**src/rtl/core/i2p_pkg.sv**
```systemverilog
// Shared types, codes and helpers for the infix-to-postfix converter.
package i2p_pkg;

    // Input token classes
    localparam logic [2:0] CLS_NUMBER = 3'd0;
    localparam logic [2:0] CLS_FUNC   = 3'd1;
    localparam logic [2:0] CLS_OP     = 3'd2;
    localparam logic [2:0] CLS_LPAREN = 3'd3;
    localparam logic [2:0] CLS_RPAREN = 3'd4;
    localparam logic [2:0] CLS_END    = 3'd5;

    // Operator codes
    localparam logic [2:0] OP_PLUS   = 3'd0;
    localparam logic [2:0] OP_MINUS  = 3'd1;
    localparam logic [2:0] OP_TIMES  = 3'd2;
    localparam logic [2:0] OP_DIVIDE = 3'd3;
    localparam logic [2:0] OP_POWER  = 3'd4;

    // Stack entry kinds
    localparam logic [1:0] KIND_FUNC   = 2'd1;
    localparam logic [1:0] KIND_OP     = 2'd2;
    localparam logic [1:0] KIND_LPAREN = 2'd3;

    // Result kinds
    localparam logic [1:0] OUT_NUMBER = 2'd0;
    localparam logic [1:0] OUT_FUNC   = 2'd1;
    localparam logic [1:0] OUT_OP     = 2'd2;
    localparam logic [1:0] OUT_END    = 2'd3;

    // End marker status
    localparam logic [1:0] ST_OK       = 2'd0;
    localparam logic [1:0] ST_MISMATCH = 2'd1;
    localparam logic [1:0] ST_OVERFLOW = 2'd2;

    localparam int VALUE_W = 64;

    typedef struct packed {
        logic [1:0] kind;
        logic [4:0] arg;
    } entry_t;

    typedef struct packed {
        logic [1:0]         kind;
        logic [2:0]         op;
        logic [4:0]         func;
        logic [VALUE_W-1:0] value;
        logic               last;
        logic [1:0]         status;
    } result_t;

    typedef struct packed {
        logic   push;
        logic   pop;
        logic   rd;
        logic   clear;
        entry_t data;
    } stack_cmd_t;

    typedef struct packed {
        logic empty;
        logic one;
        logic full;
        logic has_lparen;
    } stack_sts_t;

    function automatic logic [1:0] prec_of(input logic [4:0] op);
        logic [1:0] p;
        p = 2'd0;
        if (op[4:3] == 2'b00) begin
            case (op[2:0]) inside
                OP_PLUS, OP_MINUS:   p = 2'd1;
                OP_TIMES, OP_DIVIDE: p = 2'd2;
                OP_POWER:            p = 2'd3;
                default:             p = 2'd0;
            endcase
        end
        return p;
    endfunction

    function automatic result_t entry_to_result(input entry_t e);
        result_t r;
        r = '0;
        if (e.kind == KIND_FUNC) begin
            r.kind = OUT_FUNC;
            r.func = e.arg;
        end else begin
            r.kind = OUT_OP;
            r.op   = e.arg[2:0];
        end
        return r;
    endfunction

endpackage

```
**src/rtl/core/i2p_stack.sv**
```systemverilog
// Operator stack: single-port memory, fill count and open-paren count.
module i2p_stack #(
    parameter int STACK_DEPTH = 32
) (
    input  logic                aclk,
    input  logic                aresetn,
    input  i2p_pkg::stack_cmd_t cmd,
    output i2p_pkg::stack_sts_t sts,
    output i2p_pkg::entry_t     top
);
    import i2p_pkg::*;

    localparam int CW = $clog2(STACK_DEPTH + 1);
    localparam int IW = $clog2(STACK_DEPTH);

    entry_t         mem [STACK_DEPTH];
    entry_t         rd_data_reg;
    logic [CW-1:0]  count_reg, count_next;
    logic [CW-1:0]  lp_reg, lp_next;
    logic [CW-1:0]  rd_cnt;
    logic [IW-1:0]  rd_idx;

    // Read the entry that becomes the top after a pop in the same cycle
    assign rd_cnt = count_reg - (cmd.pop ? CW'(2) : CW'(1));
    assign rd_idx = rd_cnt[IW-1:0];

    always_ff @(posedge aclk) begin
        if (cmd.push) begin
            mem[count_reg[IW-1:0]] <= cmd.data;
        end
        if (cmd.rd) begin
            rd_data_reg <= mem[rd_idx];
        end
    end

    always_comb begin
        count_next = count_reg;
        lp_next    = lp_reg;
        if (cmd.clear) begin
            count_next = '0;
            lp_next    = '0;
        end else if (cmd.push) begin
            count_next = count_reg + CW'(1);
            if (cmd.data.kind == KIND_LPAREN) begin
                lp_next = lp_reg + CW'(1);
            end
        end else if (cmd.pop) begin
            count_next = count_reg - CW'(1);
            if (rd_data_reg.kind == KIND_LPAREN) begin
                lp_next = lp_reg - CW'(1);
            end
        end
    end

    always_ff @(posedge aclk) begin
        if (!aresetn) begin
            count_reg <= '0;
            lp_reg    <= '0;
        end else begin
            count_reg <= count_next;
            lp_reg    <= lp_next;
        end
    end

    assign sts.empty      = (count_reg == '0);
    assign sts.one        = (count_reg == CW'(1));
    assign sts.full       = (count_reg == CW'(STACK_DEPTH));
    assign sts.has_lparen = (lp_reg != '0);
    assign top            = rd_data_reg;

    a_no_push_full: assert property (@(posedge aclk) disable iff (!aresetn)
        cmd.push |-> !sts.full) else $error("push into full stack");
    a_no_pop_empty: assert property (@(posedge aclk) disable iff (!aresetn)
        cmd.pop |-> !sts.empty) else $error("pop from empty stack");
    a_push_pop_excl: assert property (@(posedge aclk) disable iff (!aresetn)
        !(cmd.push && cmd.pop)) else $error("push and pop together");
    a_lp_bound: assert property (@(posedge aclk) disable iff (!aresetn)
        lp_reg <= count_reg) else $error("open-paren count above depth");

endmodule

```
**src/rtl/core/i2p_ctrl.sv**
```systemverilog
// Token sequencer: precedence compare, pop loops and held-result release.
module i2p_ctrl (
    input  logic                      aclk,
    input  logic                      aresetn,
    input  logic                      s_valid,
    output logic                      s_ready,
    input  logic [2:0]                s_class,
    input  logic [2:0]                s_op,
    input  logic [4:0]                s_func,
    input  logic [i2p_pkg::VALUE_W-1:0] s_value,
    output i2p_pkg::stack_cmd_t       cmd,
    input  i2p_pkg::stack_sts_t       sts,
    input  i2p_pkg::entry_t           top,
    output logic                      out_valid,
    output i2p_pkg::result_t          out_data,
    input  logic                      out_ready
);
    import i2p_pkg::*;

    typedef enum logic [8:0] {
        S_IDLE   = 9'b000000001,
        S_DECODE = 9'b000000010,
        S_OP     = 9'b000000100,
        S_PUSH   = 9'b000001000,
        S_RP     = 9'b000010000,
        S_RPF    = 9'b000100000,
        S_END    = 9'b001000000,
        S_MARK   = 9'b010000000,
        S_FLUSH  = 9'b100000000
    } state_t;

    state_t             state_reg, state_next;
    logic [2:0]         cls_reg;
    logic [2:0]         op_reg;
    logic [4:0]         func_reg;
    logic [VALUE_W-1:0] value_reg;
    result_t            pend_reg, pend_next;
    logic               pend_valid_reg, pend_valid_next;
    logic               ovf_reg, ovf_next;

    logic               adv;
    logic               take;
    logic [1:0]         p_in, p_top;
    entry_t             push_entry;
    result_t            top_res, num_res, mark_res;

    assign s_ready = (state_reg == S_IDLE);

    always_ff @(posedge aclk) begin
        if (s_valid && s_ready) begin
            cls_reg   <= s_class;
            op_reg    <= s_op;
            func_reg  <= s_func;
            value_reg <= s_value;
        end
        pend_reg <= pend_next;
    end

    // Precedence compare against the current stack top
    assign p_in  = prec_of({2'b00, op_reg});
    assign p_top = prec_of(top.arg);
    assign take  = (top.kind == KIND_FUNC) ||
                   ((top.kind == KIND_OP) &&
                    ((p_top > p_in) || ((p_top == p_in) && (op_reg != OP_POWER))));

    // A new result may be held only once the older one can leave
    assign adv = !pend_valid_reg || out_ready;

    always_comb begin
        push_entry = '0;
        case (cls_reg)
            CLS_FUNC: begin
                push_entry.kind = KIND_FUNC;
                push_entry.arg  = func_reg;
            end
            CLS_OP: begin
                push_entry.kind = KIND_OP;
                push_entry.arg  = {2'b00, op_reg};
            end
            default: begin
                push_entry.kind = KIND_LPAREN;
            end
        endcase

        top_res = entry_to_result(top);

        num_res       = '0;
        num_res.kind  = OUT_NUMBER;
        num_res.value = value_reg;
        num_res.last  = 1'b1;

        mark_res      = '0;
        mark_res.kind = OUT_END;
        if (ovf_reg) begin
            mark_res.status = ST_OVERFLOW;
        end else if (sts.has_lparen) begin
            mark_res.status = ST_MISMATCH;
        end else begin
            mark_res.status = ST_OK;
        end
    end

    always_comb begin
        state_next      = state_reg;
        pend_next       = pend_reg;
        pend_valid_next = pend_valid_reg;
        ovf_next        = ovf_reg;
        cmd             = '0;
        cmd.data        = push_entry;
        out_valid       = 1'b0;
        out_data        = pend_reg;
        out_data.last   = 1'b0;

        case (state_reg)
            S_IDLE: begin
                if (s_valid) begin
                    state_next = S_DECODE;
                end
            end
            S_DECODE: begin
                case (cls_reg)
                    CLS_NUMBER: begin
                        if (out_ready) begin
                            out_valid  = 1'b1;
                            out_data   = num_res;
                            state_next = S_IDLE;
                        end
                    end
                    CLS_FUNC, CLS_LPAREN: begin
                        if (sts.full) begin
                            ovf_next = 1'b1;
                        end else begin
                            cmd.push = 1'b1;
                        end
                        state_next = S_IDLE;
                    end
                    CLS_OP: begin
                        if (sts.empty) begin
                            cmd.push   = 1'b1;
                            state_next = S_IDLE;
                        end else begin
                            cmd.rd     = 1'b1;
                            state_next = S_OP;
                        end
                    end
                    CLS_RPAREN: begin
                        if (sts.empty) begin
                            state_next = S_IDLE;
                        end else begin
                            cmd.rd     = 1'b1;
                            state_next = S_RP;
                        end
                    end
                    CLS_END: begin
                        if (sts.empty || sts.has_lparen) begin
                            state_next = S_MARK;
                        end else begin
                            cmd.rd     = 1'b1;
                            state_next = S_END;
                        end
                    end
                    default: begin
                        state_next = S_IDLE;
                    end
                endcase
            end
            S_OP: begin
                if (take) begin
                    if (adv) begin
                        out_valid       = pend_valid_reg;
                        pend_next       = top_res;
                        pend_valid_next = 1'b1;
                        cmd.pop         = 1'b1;
                        if (sts.one) begin
                            state_next = S_PUSH;
                        end else begin
                            cmd.rd = 1'b1;
                        end
                    end
                end else begin
                    if (sts.full) begin
                        ovf_next = 1'b1;
                    end else begin
                        cmd.push = 1'b1;
                    end
                    state_next = S_FLUSH;
                end
            end
            S_PUSH: begin
                cmd.push   = 1'b1;
                state_next = S_FLUSH;
            end
            S_RP: begin
                if (top.kind == KIND_LPAREN) begin
                    cmd.pop = 1'b1;
                    if (sts.one) begin
                        state_next = S_FLUSH;
                    end else begin
                        cmd.rd     = 1'b1;
                        state_next = S_RPF;
                    end
                end else if (adv) begin
                    out_valid       = pend_valid_reg;
                    pend_next       = top_res;
                    pend_valid_next = 1'b1;
                    cmd.pop         = 1'b1;
                    if (sts.one) begin
                        state_next = S_FLUSH;
                    end else begin
                        cmd.rd = 1'b1;
                    end
                end
            end
            S_RPF: begin
                if (top.kind == KIND_FUNC) begin
                    if (adv) begin
                        out_valid       = pend_valid_reg;
                        pend_next       = top_res;
                        pend_valid_next = 1'b1;
                        cmd.pop         = 1'b1;
                        state_next      = S_FLUSH;
                    end
                end else begin
                    state_next = S_FLUSH;
                end
            end
            S_END: begin
                if (adv) begin
                    out_valid       = pend_valid_reg;
                    pend_next       = top_res;
                    pend_valid_next = 1'b1;
                    cmd.pop         = 1'b1;
                    if (sts.one) begin
                        state_next = S_MARK;
                    end else begin
                        cmd.rd = 1'b1;
                    end
                end
            end
            S_MARK: begin
                if (adv) begin
                    out_valid       = pend_valid_reg;
                    pend_next       = mark_res;
                    pend_valid_next = 1'b1;
                    cmd.clear       = 1'b1;
                    ovf_next        = 1'b0;
                    state_next      = S_FLUSH;
                end
            end
            S_FLUSH: begin
                if (!pend_valid_reg) begin
                    state_next = S_IDLE;
                end else if (out_ready) begin
                    out_valid       = 1'b1;
                    out_data.last   = 1'b1;
                    pend_valid_next = 1'b0;
                    state_next      = S_IDLE;
                end
            end
            default: begin
                state_next = S_IDLE;
            end
        endcase
    end

    always_ff @(posedge aclk) begin
        if (!aresetn) begin
            state_reg      <= S_IDLE;
            pend_valid_reg <= 1'b0;
            ovf_reg        <= 1'b0;
        end else begin
            state_reg      <= state_next;
            pend_valid_reg <= pend_valid_next;
            ovf_reg        <= ovf_next;
        end
    end

    a_out_slot: assert property (@(posedge aclk) disable iff (!aresetn)
        out_valid |-> out_ready) else $error("result sent with no free slot");
    a_idle_clean: assert property (@(posedge aclk) disable iff (!aresetn)
        s_ready |-> !pend_valid_reg) else $error("held result left at idle");
    a_mark_clears: assert property (@(posedge aclk) disable iff (!aresetn)
        cmd.clear |=> (sts.empty && !ovf_reg)) else $error("end did not clear state");

endmodule

```
**src/rtl/core/infix_to_postfix_converter.sv**
```systemverilog
// Top level of the infix-to-postfix converter: stream ports and output register.
//
// Converts a stream of classified tokens to postfix order with an operator
// stack (shunting yard). One token is taken at a time: s_tready is high only
// while the sequencer is idle. An operator, ')' or end token examines and
// pops stack entries one at a time, then pushes the operator or sends the
// end marker, and finally releases the last held result with tlast set. The
// single-port operator stack memory delivers one entry per cycle through its
// registered read port while the held result can leave. Back-pressure on
// m_tready stalls the sequencer once the output register is full. There is
// no clearing pass after reset: the stack memory is never read above its
// fill count. A function, operator or '(' that finds the stack full is
// dropped and reported as overflow on the next end marker; overflow outranks
// an unmatched '(' in that status. With an unmatched '(' only the end marker
// is sent. A ')' without a match flushes the stack and is otherwise ignored.
// Token classes 6 and 7 are dropped.
module infix_to_postfix_converter #(
    parameter int STACK_DEPTH = 32
) (
    input  logic        aclk,
    input  logic        aresetn,
    // Token input
    input  logic        s_tvalid,
    output logic        s_tready,
    input  logic [71:0] s_tdata,   // op_code[2:0], func_id[7:3], number_value[71:8]
    input  logic [2:0]  s_tuser,   // token_class[2:0]
    // Postfix output
    output logic        m_tvalid,
    input  logic        m_tready,
    output logic [79:0] m_tdata,   // out_op[2:0], out_func[7:3], out_value[71:8],
                                   // status[73:72], zero[79:74]
    output logic [1:0]  m_tuser,   // out_kind[1:0]
    output logic        m_tlast    // out_last
);
    import i2p_pkg::*;

    stack_cmd_t stk_cmd;
    stack_sts_t stk_sts;
    entry_t     stk_top;

    logic       res_valid;
    result_t    res_data;
    logic       res_ready;

    logic       m_valid_reg, m_valid_next;
    result_t    m_data_reg;

    i2p_stack #(
        .STACK_DEPTH (STACK_DEPTH)
    ) u_stack (
        .aclk    (aclk),
        .aresetn (aresetn),
        .cmd     (stk_cmd),
        .sts     (stk_sts),
        .top     (stk_top)
    );

    i2p_ctrl u_ctrl (
        .aclk      (aclk),
        .aresetn   (aresetn),
        .s_valid   (s_tvalid),
        .s_ready   (s_tready),
        .s_class   (s_tuser),
        .s_op      (s_tdata[2:0]),
        .s_func    (s_tdata[7:3]),
        .s_value   (s_tdata[71:8]),
        .cmd       (stk_cmd),
        .sts       (stk_sts),
        .top       (stk_top),
        .out_valid (res_valid),
        .out_data  (res_data),
        .out_ready (res_ready)
    );

    // Output register: take a new item when empty or when the current one leaves
    assign res_ready = !m_valid_reg || m_tready;

    always_comb begin
        m_valid_next = m_valid_reg;
        if (res_valid) begin
            m_valid_next = 1'b1;
        end else if (m_tready) begin
            m_valid_next = 1'b0;
        end
    end

    always_ff @(posedge aclk) begin
        if (!aresetn) begin
            m_valid_reg <= 1'b0;
        end else begin
            m_valid_reg <= m_valid_next;
        end
    end

    // Hold the payload until a new item is loaded
    always_ff @(posedge aclk) begin
        if (res_valid) begin
            m_data_reg <= res_data;
        end
    end

    assign m_tvalid = m_valid_reg;
    assign m_tuser  = m_data_reg.kind;
    assign m_tlast  = m_data_reg.last;
    assign m_tdata  = {6'b000000, m_data_reg.status, m_data_reg.value,
                       m_data_reg.func, m_data_reg.op};

endmodule

```
**config.mk**
```make
export PLATFORM = sky130hd
export DESIGN_NAME = infix_to_postfix_converter
export DESIGN_NICKNAME = d
export VERILOG_FILES = /design/src/rtl/core/i2p_pkg.sv /design/src/rtl/core/i2p_stack.sv /design/src/rtl/core/i2p_ctrl.sv /design/src/rtl/core/infix_to_postfix_converter.sv
export SDC_FILE = /design/constraint.sdc
export NUM_CORES = 1
export LEC_CHECK = 0
export BUFFER_PORTS_ARGS = -buffer_cell sky130_fd_sc_hd__buf_2
export CORE_MARGIN = 1
export CORE_UTILIZATION = 40
export CTS_CLUSTER_SIZE = 20
export DETAILED_ROUTE_END_ITERATION = 16
export HOLD_SLACK_MARGIN = 0.05
export SKIP_LAST_GASP = 1
export SYNTH_ARGS = -nofsm -noshare
export SYNTH_HDL_FRONTEND = slang
export SYNTH_SLANG_ARGS = --single-unit
```
**constraint.sdc**
```tcl
create_clock -name aclk -period 6.15 [get_ports aclk]
set_clock_uncertainty 0.1 [all_clocks]
set_input_delay 0.3075 -clock aclk [delete_from_list [all_inputs] [get_ports aclk]]
set_output_delay 0.3075 -clock aclk [all_outputs]
set_load 0.005 [all_outputs]
```
=== Word-level counts from Yosys, hierarchy flattened ===
Memory sizes are Yosys's and may differ from the RTL's. A register that Yosys moved wholly into a read port is not among the register bits.
Index checks and enable logic that the tools add are counted.

* Register bits after elaboration: 253
* Bits in latches: 0
* Bits in writable memories: 224
* Bits in read-only memories: 0
* Memories: 1

* $add $sub $neg: 5
* Multipliers: 0
* Div/mod/pow operators: 0
* Magnitude comparators: 1
* Equality and inequality tests: 44
* Shifts and indexed selects: 0
* Mux-type cells: 92
* Bitwise logic cells: 1
* Reductions and logical operators: 35

{| class="wikitable"
|+ Memory list
! name !! words !! width !! rd ports !! clocked after Yosys merged registers in !! wr ports !! line !! source
|-
| u_stack.mem || 32 || 7 || 1 || 1 || 1 || i2p_stack.sv:16 || <nowiki>entry_t mem [STACK_DEPTH];</nowiki>
|}

{| class="wikitable"
|+ Operators by type and width
! cell !! count
|-
| $mux W77 || 7
|-
| $pmux W77 S5 || 1
|-
| $mux W9 || 14
|-
| $pmux W9 S9 || 1
|-
| $mux W74 || 1
|-
| $mux W6 || 6
|-
| $pmux W9 S4 || 1
|-
| $mux W1 || 31
|-
| $mux W2 || 14
|-
| $eq A3 B2 Y1 const B || 6
|-
| $reduce_or A2 Y1 || 8
|-
| $add A6 B1 Y6 const B || 2
|-
| $eq A3 B3 Y1 const B || 4
|-
| $sub A6 B1 Y6 const B || 2
|-
| $mux W5 || 2
|-
| $ne A2 B1 Y1 const B || 5
|-
| $ne A2 B2 Y1 const B || 5
|-
| $pmux W5 S2 || 1
|-
| $reduce_bool A5 Y1 || 2
|-
| $eq A3 B1 Y1 const B || 3
|-
| $eq A9 B1 Y1 const B || 1
|-
| $eq A9 B2 Y1 const B || 1
|-
| $eq A9 B3 Y1 const B || 1
|-
| $eq A9 B4 Y1 const B || 1
|-
| 37 further kinds || 58
|}

=== Longest topological paths before layout ===
Gate-level depths: netlist of run 1.

* Word-level depth: 14
* Mapped depth: 19
* Gate-level depth less buffers: 18

=== By module ===
From an unflattened synthesis of run 1, not the netlist that was laid out.

* Cell total of the unflattened synthesis: 1,092
* Area, all modules: 19,479.9 um^2

{| class="wikitable"
|+ Modules (own cells, without submodules)
! module !! instances !! cells an instance !! area an instance (um^2)
|-
| i2p_stack || 1 || 513 || 9,929.5
|-
| i2p_ctrl || 1 || 491 || 7,140.6
|-
| infix_to_postfix_converter || 1 || 88 || 2,409.8
|}

=== Least setup slack after synthesis of run 1 ===
OpenSTA, ideal clock, no wires.

* Kind: flip-flop to flip-flop
* Start point: register, netlist name u_stack.top[0]
* End point: register u_ctrl.pend_reg[10] in the netlist's numbering (enable)
* Library setup time: 0.531 ns
* Arrival time: 5.462 ns
* Data required time: 5.519 ns
* Slack: 0.057 ns
* Stages on the path, launching flop included: 8
* Period minus slack after synthesis: 6.093 ns
* Cells stage by stage: edfxtp_1 a2111o_1 ha_1 nor3b_1 nor4b_2 a211oi_1 nand3b_1 a21oi_1

* Cells in the longest elaborated chain, start to end: 12
* Elaborated cells on any way between the ends: 19

{| class="wikitable"
|+ Ends and longest elaborated chain
! item !! line !! source
|-
| $eq A3 B3 Y1 or $eq A3 B2 Y1 (tied branches) || i2p_ctrl.sv:61 || <nowiki>assign p_top = prec_of(top.arg);</nowiki>
|-
| $mux W2 or $reduce_or A2 Y1 (tied branches) || i2p_pkg.sv:70 || <nowiki>case (op[2:0]) inside</nowiki>
|-
| $mux W2 || i2p_pkg.sv:70 ||
|-
| $mux W2 * || i2p_pkg.sv:70 ||
|-
| $mux W2 * || i2p_pkg.sv:69 || <nowiki>if (op[4:3] == 2'b00) begin</nowiki>
|-
| $eq A2 B2 Y1 || i2p_ctrl.sv:64 || <nowiki>((p_top > p_in) || ((p_top == p_in) && (op_reg != OP_POWER))));</nowiki>
|-
| $logic_and A1 B1 Y1 || i2p_ctrl.sv:64 ||
|-
| $logic_or A1 B1 Y1 * || i2p_ctrl.sv:64 ||
|-
| $logic_and A1 B1 Y1 * || i2p_ctrl.sv:63 || <nowiki>((top.kind == KIND_OP) &&</nowiki>
|-
| $logic_or A1 B1 Y1 * || i2p_ctrl.sv:62 || <nowiki>assign take = (top.kind == KIND_FUNC) ||</nowiki>
|-
| $ne A2 B1 Y1 (no line) * || - ||
|-
| $reduce_and A5 Y1 (no line) * || - ||
|-
| to (signal assigned) || i2p_ctrl.sv:56 || <nowiki>pend_reg <= pend_next;</nowiki>
|-
| to (decl) || i2p_ctrl.sv:37 || <nowiki>result_t pend_reg, pend_next;</nowiki>
|}

Every way passes the cells marked *; elsewhere a longest branch is shown, timed or not.
A chain may end at the register's enable or synchronous reset.

=== Worst setup path in the final report of run 1 ===
* Start point: register, netlist name u_stack.top[0]
* End point: register, netlist name u_stack.top[1]

* Cells in the longest elaborated chain, start to end: 14
* Elaborated cells on any way between the ends: 22

{| class="wikitable"
|+ Ends and longest elaborated chain
! item !! line !! source
|-
| $eq A3 B3 Y1 or $eq A3 B2 Y1 (tied branches) || i2p_ctrl.sv:61 ||
|-
| $mux W2 or $reduce_or A2 Y1 (tied branches) || i2p_pkg.sv:70 ||
|-
| $mux W2 || i2p_pkg.sv:70 ||
|-
| $mux W2 * || i2p_pkg.sv:70 ||
|-
| $mux W2 * || i2p_pkg.sv:69 ||
|-
| $eq A2 B2 Y1 || i2p_ctrl.sv:64 ||
|-
| $logic_and A1 B1 Y1 || i2p_ctrl.sv:64 ||
|-
| $logic_or A1 B1 Y1 * || i2p_ctrl.sv:64 ||
|-
| $logic_and A1 B1 Y1 * || i2p_ctrl.sv:63 ||
|-
| $logic_or A1 B1 Y1 * || i2p_ctrl.sv:62 ||
|-
| $mux W2 * || i2p_ctrl.sv:168 || <nowiki>if (take) begin</nowiki>
|-
| $pmux W1 S4 || i2p_ctrl.sv:114 || <nowiki>case (state_reg)</nowiki>
|-
| $mux W2 || i2p_stack.sv:24 || <nowiki>assign rd_cnt = count_reg - (cmd.pop ? CW'(2) : CW'(1));</nowiki>
|-
| $sub A5 B5 Y5 || i2p_stack.sv:24 ||
|}

Marked as above.

==> metrics list, run 1 <==
- Port buffering added 157 buffers.
- Most common cell after layout, fill and taps aside: sky130_fd_sc_hd__edfxtp_1
* Adder-cell share of the synthesized area: 0.0122
- For this run, the slowest stage of the critical path takes 560 ps.
- Kind of path behind the tightest hold check: in2reg
- Bufs on Longest Clock Path: 3
- Worst path bufs/invs: 3
- Post-CTS clock slew at the launch and capture registers of the worst setup and hold paths: 60 ps
- Setup repair after global routing left no endpoint under its margin.
* Final net count: 1461
- Cells along the critical path: a2111o_1 -> ha_1 -> nor3b_1 -> nor4b_2 -> a21o_1 -> a22oi_1 -> nor2_1 -> inv_1 -> ha_4 -> inv_1 -> fa_2 -> buf_12 -> mux4_2 -> mux4_2 -> mux2_2
* Flip-flop and latch area: 14300 um2
- For this run, the detailed router's first-pass iteration total came to 5.
* # Post-CTS Setup Buffers: 0
- Area of the die: 50100 um2
- The die is 224 um wide.
* Slowest library cell on the worst path: sky130_fd_sc_hd__fa_2
- The wire-length estimate of the detail-placed layout is 26.9 mm.
- Height of the chip: 224 um
- Summed over all nets, the switching power comes to 1.67 mW.
* Effective utilization at floorplan: 0.409
* Total gr overflow: 0
- The portion of synthesized area spent on multiplexers is 0.123.
- Wire length of the first global-routing pass: 67.0 mm
* Number of cell rows: 80
- Post-synthesis sequential area ratio: 0.725
- In this run the power density over the cells is around 310 nW/um2.
- Share of the synthesized area in compound gates (AO/OA/AOI/OAI): 0.0328
- The worst path meets setup with 1050 ps of slack.
- Most frequent cells in the layout: 459 x sky130_fd_sc_hd__edfxtp_1, 157 x sky130_fd_sc_hd__buf_2, 77 x sky130_fd_sc_hd__dlygate4sd3_1
- Share of post-route cells with drive strength above 1: 0.295
- Among all flip-flop cells after synthesis, the most frequent one is sky130_fd_sc_hd__edfxtp_1.
* Cell internal pwr: 5.70 mW
- The Yosys step of the flow raised 0 warnings.
* Final routed DRC violation total: 0
* Main combinational cell family by area after synthesis: multiplexers
- OpenSTA, run right after detailed placement, puts the worst setup slack at between 1000 and 1500 ps.
- The worst setup path is launched from a register.
- Of all flip-flops after synthesis, the portion carrying an async set or reset was 0.
- Number of placed cells counting well taps: 1890
* Final core utilization: 0.490
- The critical path is of the reg2reg type.
* Std-Cell Core Area: slightly below 50000 um2
- Final hold analysis gives a worst-case slack of 110 ps.
- Fill cell count: approximately 4000
* Total placed instance area: between 20000 and 25000 um2
- Total Negative Setup Slacks: 0 ps
- The count of nets left with antenna violations once routing finished came out at 0.
- Entering global routing, the biggest net connects 85 pins.
- In the synthesized netlist, the number of instances is approximately 1100.
- Count of max-cap constraint violations: 0
- Across the VDD grid, the largest voltage drop is 247 uV.
- Kind of end point of the critical path: register
* Leakage: 7.98 nW
- CTS H-tree depth: 2
* Initial antenna violation count: 0
* Maximum fanout along the worst path: 56
- CTS tree: built
* Global placement routability congestion: 0.882
* CP delay by family, top: multiplexers
- Register bit count reported by yosys: roughly 480
- Pin placement for this block handled 164 I/O pins.
- Worst-skew pair later-pin latency: 590 ps
- Number of flops mapped to enable cells by yosys: about 460
* Via count: about 11000
* Total routed wirelength: 43.8 mm
* Average wire per cell in the routed design: about 21 um
* Worst Path Arrival: 5330 ps
- The completed layout was analyzed and its total power is 7.36 mW.
- Final count of negative-setup-slack endpoints: 0
- Via/cell ratio: 5.28
* Least-Margin Pin Slew: 1300 ps
- Max Freq: 196 MHz
- The cell sitting at the root of the clock tree is a sky130_fd_sc_hd__clkbuf_16.
* Slew Limit Headroom: 0.133
* Starting DRC count in detailed routing: 999
- The count of final hold-check violations was 0.
- After synthesis the cells add up to 19700 um2.
- Number of flip-flops under the largest register name: roughly 220
- Summing all multi-input logic gate instances after layout gives 5140 um2.
- Synth Area in Simple Gates: 0.0847
- After layout, the minimum clock period comes to 5100 ps.
- Sink count of the clock tree: roughly 480
- Of the total power, the clock network draws 0.407.
- P&R area growth vs syn: 20.0%
* Combined global-route utilization of all metal layers: 0.175
* Final std cells w/o fill: 2061
- Synthesis instantiated 65 different standard cells from the library.
* Tcrit/Tclk final: 0.829
* Number of clock buffers inserted by TritonCTS: 51
* Sequential fraction of design power: 0.520
- Final Slew Violations: 0
- The number of global-route vias before repair is 11049.
- The number of gates resized after CTS was 0.
- STA puts the critical path data required time at 6390 ps.
- Share of the synthesized netlist area taken by xor and xnor gates: 0.00312
* Switching part of the total: 0.226
- N_diodes: 0
* Final Instance Area: 23600 um2
* Setup slack on the worst flop-to-flop path: 1050 ps
- Combinational Power Share: 0.073
* Run status: finished clean
- Mean cell area of the mapped netlist: 17.6 um2
## power groups by stage
| stage | sequential, mW | clock (mW) | combinational [mW] |
|---|---|---|---|
| after detailed placement | 3.90 | 0 | 0.503 |
| after global placement | 3.90 | 0 | 0.491 |
| after CTS | 3.83 | 3.06 | 0.544 |
| final | 3.83 | 2.99 | 0.537 |
| after floorplan | 3.88 | 0 | 0.338 |
| after global routing | 3.84 | 3.18 | 0.588 |
## path summary, 6_finish.rpt
check | from | to | depth (start not counted)
worst max-delay path | u_stack.top[0] | u_stack.top[1] | 15
worst min-delay path | s_tvalid | u_ctrl.state_reg[0] | 3
worst max register to register | u_stack.top[0] | u_stack.top[1] | 15
worst min register to register | u_stack.lp_reg[5] | u_stack.lp_reg[5] | 2
## layout make-up
cell class                 instances  area share
clock buffer                      63      0.0560
clock inverter                    31      0.0130
inverter                          18     0.00286
multi-input combinational        563       0.218
sequential                       483       0.604
tap                              656      0.0348
timing repair buffer             247      0.0711
## cells in the mapped netlist (all sizes together), types with 18 or more instances
cell	n	area, um2
dfxtp	24	480
o21ai	21	105
nand2	34	158
a21oi	38	190
nor2b	22	138
clkbuf	33	124
edfxtp	459	13800
buf	26	174
and3	66	413
mux2	71	800
inv	18	67.6
nand3	24	120
mux4	70	1580
nor2	62	233
## per-layer routing
layer	GRT usage	share of wire	vias to the layer above
met5	0	0	-
met4	0.0570	0.024	0
met3	0.0334	0.053	78
met2	0.282	0.47	329
met1	0.240	0.45	5546
li1	-	-	4922
## logic make-up (layout without fill, tap and decap cells)
group	after synthesis	in the layout
flops	483	483
xor+xnor	7	7
buf+inv	77	359
other cells	1	6
simple gates	284	284
fa+ha+maj	18	18
compound gates	102	102
mux	146	146
## repair_timing
action,CTS,global route
setup endpoints to repair,0,0
hold endpoints to repair,84,0
hold buffers,77,0
## worst register-to-register path: stages, from the launching register on
cell                       delay (ps)
sky130_fd_sc_hd__edfxtp_1         430
sky130_fd_sc_hd__a2111o_1         440
sky130_fd_sc_hd__ha_1             290
sky130_fd_sc_hd__nor3b_1          250
sky130_fd_sc_hd__nor4b_2          110
sky130_fd_sc_hd__a21o_1           220
sky130_fd_sc_hd__a22oi_1          380
sky130_fd_sc_hd__nor2_1           140
sky130_fd_sc_hd__inv_1            170
sky130_fd_sc_hd__ha_4             140
sky130_fd_sc_hd__inv_1             60
sky130_fd_sc_hd__fa_2             560
sky130_fd_sc_hd__buf_12           300
sky130_fd_sc_hd__mux4_2           400
sky130_fd_sc_hd__mux4_2           550
sky130_fd_sc_hd__mux2_2           290
Power figures use the tool's default switching activity.
==> run 2, diff against run 1 <==
Clock period 6.15 ns to 4.4 ns, I/O delays scaled along.
==> run 2 against run 1 <==
The flow now finishes with violations (negative setup slack). Fmax grew 14%. Non-clock buffer count up 85. Critical path depth is the same. Flip-flop and latch count stayed put. Final cell count up 4.0%. Sequential power rose by 40%. Core utilization grew 1.9 points. Hold slack improved by 120 ps.
==> metrics list, run 2 (synthesized netlist as in run 1, its figures left out) <==
- The leakage component of the power was 8.53 nW (+7.0%).
- Count of max-cap constraint violations: 0 (unchanged)
* Violated checks: negative setup slack
- Total gr overflow: 0 (unchanged)
- CP Data Required Time: 4650 ps (-1740 ps)
- The critical path goes through a2111o_1 -> ha_4 -> nor3b_2 -> nor4b_2 -> a21o_1 -> a22oi_2 -> nor2_2 -> inv_2 -> buf_6 -> fa_2 -> buf_8 -> clkbuf_16 -> mux4_2 -> mux4_2 -> mux2_2.
* Clock period minus worst slack: 4480 ps (-618 ps)
* Worst setup timing slack at the placement stage: -151 ps (-1260 ps)
- Worst path bufs/invs: 4 (+1)
* Average wire per cell in the routed design: 20.9 um (-1.5%)
- The number of vias per cell after detailed routing is 5.21 (-1.3%).
- The overall via count from detail_route is 11162 (+2.6%).
- Slowest library cell on the worst path: sky130_fd_sc_hd__fa_2
* Fill cell count: 3947 (-0.75%)
* RSZ-0062 raised after global routing: yes
* P&R area growth vs syn: 24.6%
- Total placed instance area: 21800 um2 (+2.9%)
- Start-to-end type of the worst setup path: reg2reg
- Sink count of the clock tree: 483 (unchanged)
- Kind of end point of the critical path: register
- The number of rows created at floorplan is 80 (unchanged).
- The number of diodes was 0 (unchanged).
- The die extent in x was 224 um (unchanged).
- Bufs on Longest Clock Path: 3 (unchanged)
- Kind of path behind the tightest hold check: in2reg
- The actual transition at the worst max-transition pin came to 1010 ps (-286 ps).
- The library cell used most frequently in the layout, excluding fill and tap cells, is sky130_fd_sc_hd__edfxtp_1.
- The number of levels in the clock H-tree came to 2 (unchanged).
- Largest vdd supply drop: 265 uV (+7.1%)
* CP delay by family, top: multiplexers
- Worst Path Arrival: 4730 ps (-600 ps)
- The count of input and output buffers came to 157 (unchanged).
- Total iterations of the first detailed-routing run: 5 (unchanged)
- The library cells used most frequently in the layout, excluding fill and tap cells, are 459 x sky130_fd_sc_hd__edfxtp_1, 157 x sky130_fd_sc_hd__buf_2, 79 x sky130_fd_sc_hd__dlygate4sd3_1.
- Final net count: 1546 (+5.8%)
- The worst hold slack after final layout was 228 ps (+118 ps).
- The worst setup margin is -81.5 ps (-1130 ps).
- Height of the chip: 224 um (unchanged)
* Initial antenna violation count: 0 (unchanged)
* Tcrit/Tclk final: 1.02 (+0.189)
* CTS tree: built
- The highest achievable clock rate was 223 MHz (+14%).
- Root buf cell: sky130_fd_sc_hd__clkbuf_16
- Effective utilization at floorplan: 0.409 (unchanged)
- The number of routed nets with antenna violations is 0 (unchanged).
- The final setup violation count was 7 (+7).
- The share of layout cells above drive strength 1 came to 0.343 (+0.0481).
- The maximum number of pins on one net before global-route repair came to 85 (unchanged).
- Top cell by count, worst path: sky130_fd_sc_hd__mux4_2
- Setup slack on the worst flop-to-flop path: -80 ps (-1130 ps)
* Run status: finished, violations left
- The total clock buffers created by CTS was 51 (unchanged).
- The final max-slew violation count was 0 (unchanged).
- The number of global-route vias before repair is 11604 (+5.0%).
* HPWL after detailed placement: 28.0 mm (+4.1%)
- Total routed wirelength: 44.9 mm (+2.5%)
- Starting DRC count in detailed routing: 951 (-4.8%)
* Type of element launching the critical path: register
- The area of the die came to 50100 um2 (unchanged).
* Count of endpoints failing hold in the final timing report: 0 (unchanged)
* Final Instance Area: 24500 um2 (+3.8%)
* Maximum fanout along the worst path: 7 (-88%)
- The weighted congestion at the end of routability-driven global placement is 0.854 (-3.2%).
* Slew Limit Headroom: 0.324 (+0.191)
- Number of flip-flops under the largest register name: 224 (unchanged)
- Worst-skew pair later-pin latency: 600 ps (about the same)
- The highest cell delay on the worst timing path was 590 ps (+30 ps).
- The global-route total usage across every layer came to 0.181 (+0.00598).
- Flip-flop and latch area: 14300 um2 (unchanged)
* Power per cell area: 423 nW/um2 (+35%)
- Post-CTS clock slew at the launch and capture registers of the worst setup and hold paths: 60 ps (about the same)
- Multi-input logic area: 5210 um2 (+1.2%)
* Number of top-level pins: 164 (unchanged)
* Std-Cell Core Area: 48100 um2 (unchanged)
- The wire length of the first global-routing pass is 69.2 mm (+3.4%).
- The post-detailed-route DRC marker count is 0 (unchanged).
==> run 2: changes by cell type in the layout (fill, tap and decap cells not counted), moves of 3 or more <==
cell	delta
sky130_fd_sc_hd__buf_12	+7
sky130_fd_sc_hd__buf_16	+3
sky130_fd_sc_hd__buf_4	+66
sky130_fd_sc_hd__buf_6	+4
sky130_fd_sc_hd__clkbuf_1	+4
sky130_fd_sc_hd__clkbuf_8	+5
sky130_fd_sc_hd__clkinv_1	-7
sky130_fd_sc_hd__clkinv_2	+3
sky130_fd_sc_hd__clkinv_4	-4
sky130_fd_sc_hd__mux2_2	-6
sky130_fd_sc_hd__mux2_4	+6
sky130_fd_sc_hd__nor2_1	-3
==> run 2: repair_timing <==
item	in CTS	in global routing
hold buffers	79	0
hold endpoints to repair	84	0
gates cloned	3	2
pin swaps	7	1
gates resized for setup	17	7
setup endpoints to repair	7	8
setup buffers	8	1
==> run 2: cell type report <==
class,count,share of cell area
multi-input combinational,563,0.212
inverter,18,0.00276
sequential,483,0.582
timing repair buffer,332,0.103
clock inverter,20,0.00888
clock buffer,72,0.0573
tap,656,0.0335
==> run 2: final timing paths <==
| check | cells past startpoint | to | start |
|---|---|---|---|
| worst min-delay path | 2 | u_ctrl.value_reg[39] | s_tdata[47] |
| worst max register to register | 15 | u_stack.top[4] | u_stack.top[2] |
| worst min register to register | 2 | u_stack.lp_reg[5] | u_stack.lp_reg[5] |
| worst max-delay path | 15 | u_stack.top[4] | u_stack.top[2] |
==> run 2: where the power goes <==
group / internal, mW / switching, mW / total (mW)
combinational: 0.377 / 0.474 / 0.851
clock: 2.41 / 1.74 / 4.15
sequential: 5.27 / 0.0840 / 5.36
==> run 2: per-layer routing <==
metal  wire length (um)  track usage
met4               1060       0.0594
met5                  0            0
met2              21900        0.299
met3               2490       0.0332
met1              19500        0.243
==> run 2: through the flow <==
stage               TNS (ps)  utilization  std cells  power (mW)
global route           -1390        0.509       2144        10.7
global placement        -661        0.453       1959        6.19
detailed placement      -973        0.453       1959        6.21
CTS                    -65.8        0.507       2141        10.5
finish                  -482        0.509       2144        10.4
floorplan                  0            -       1123        5.91
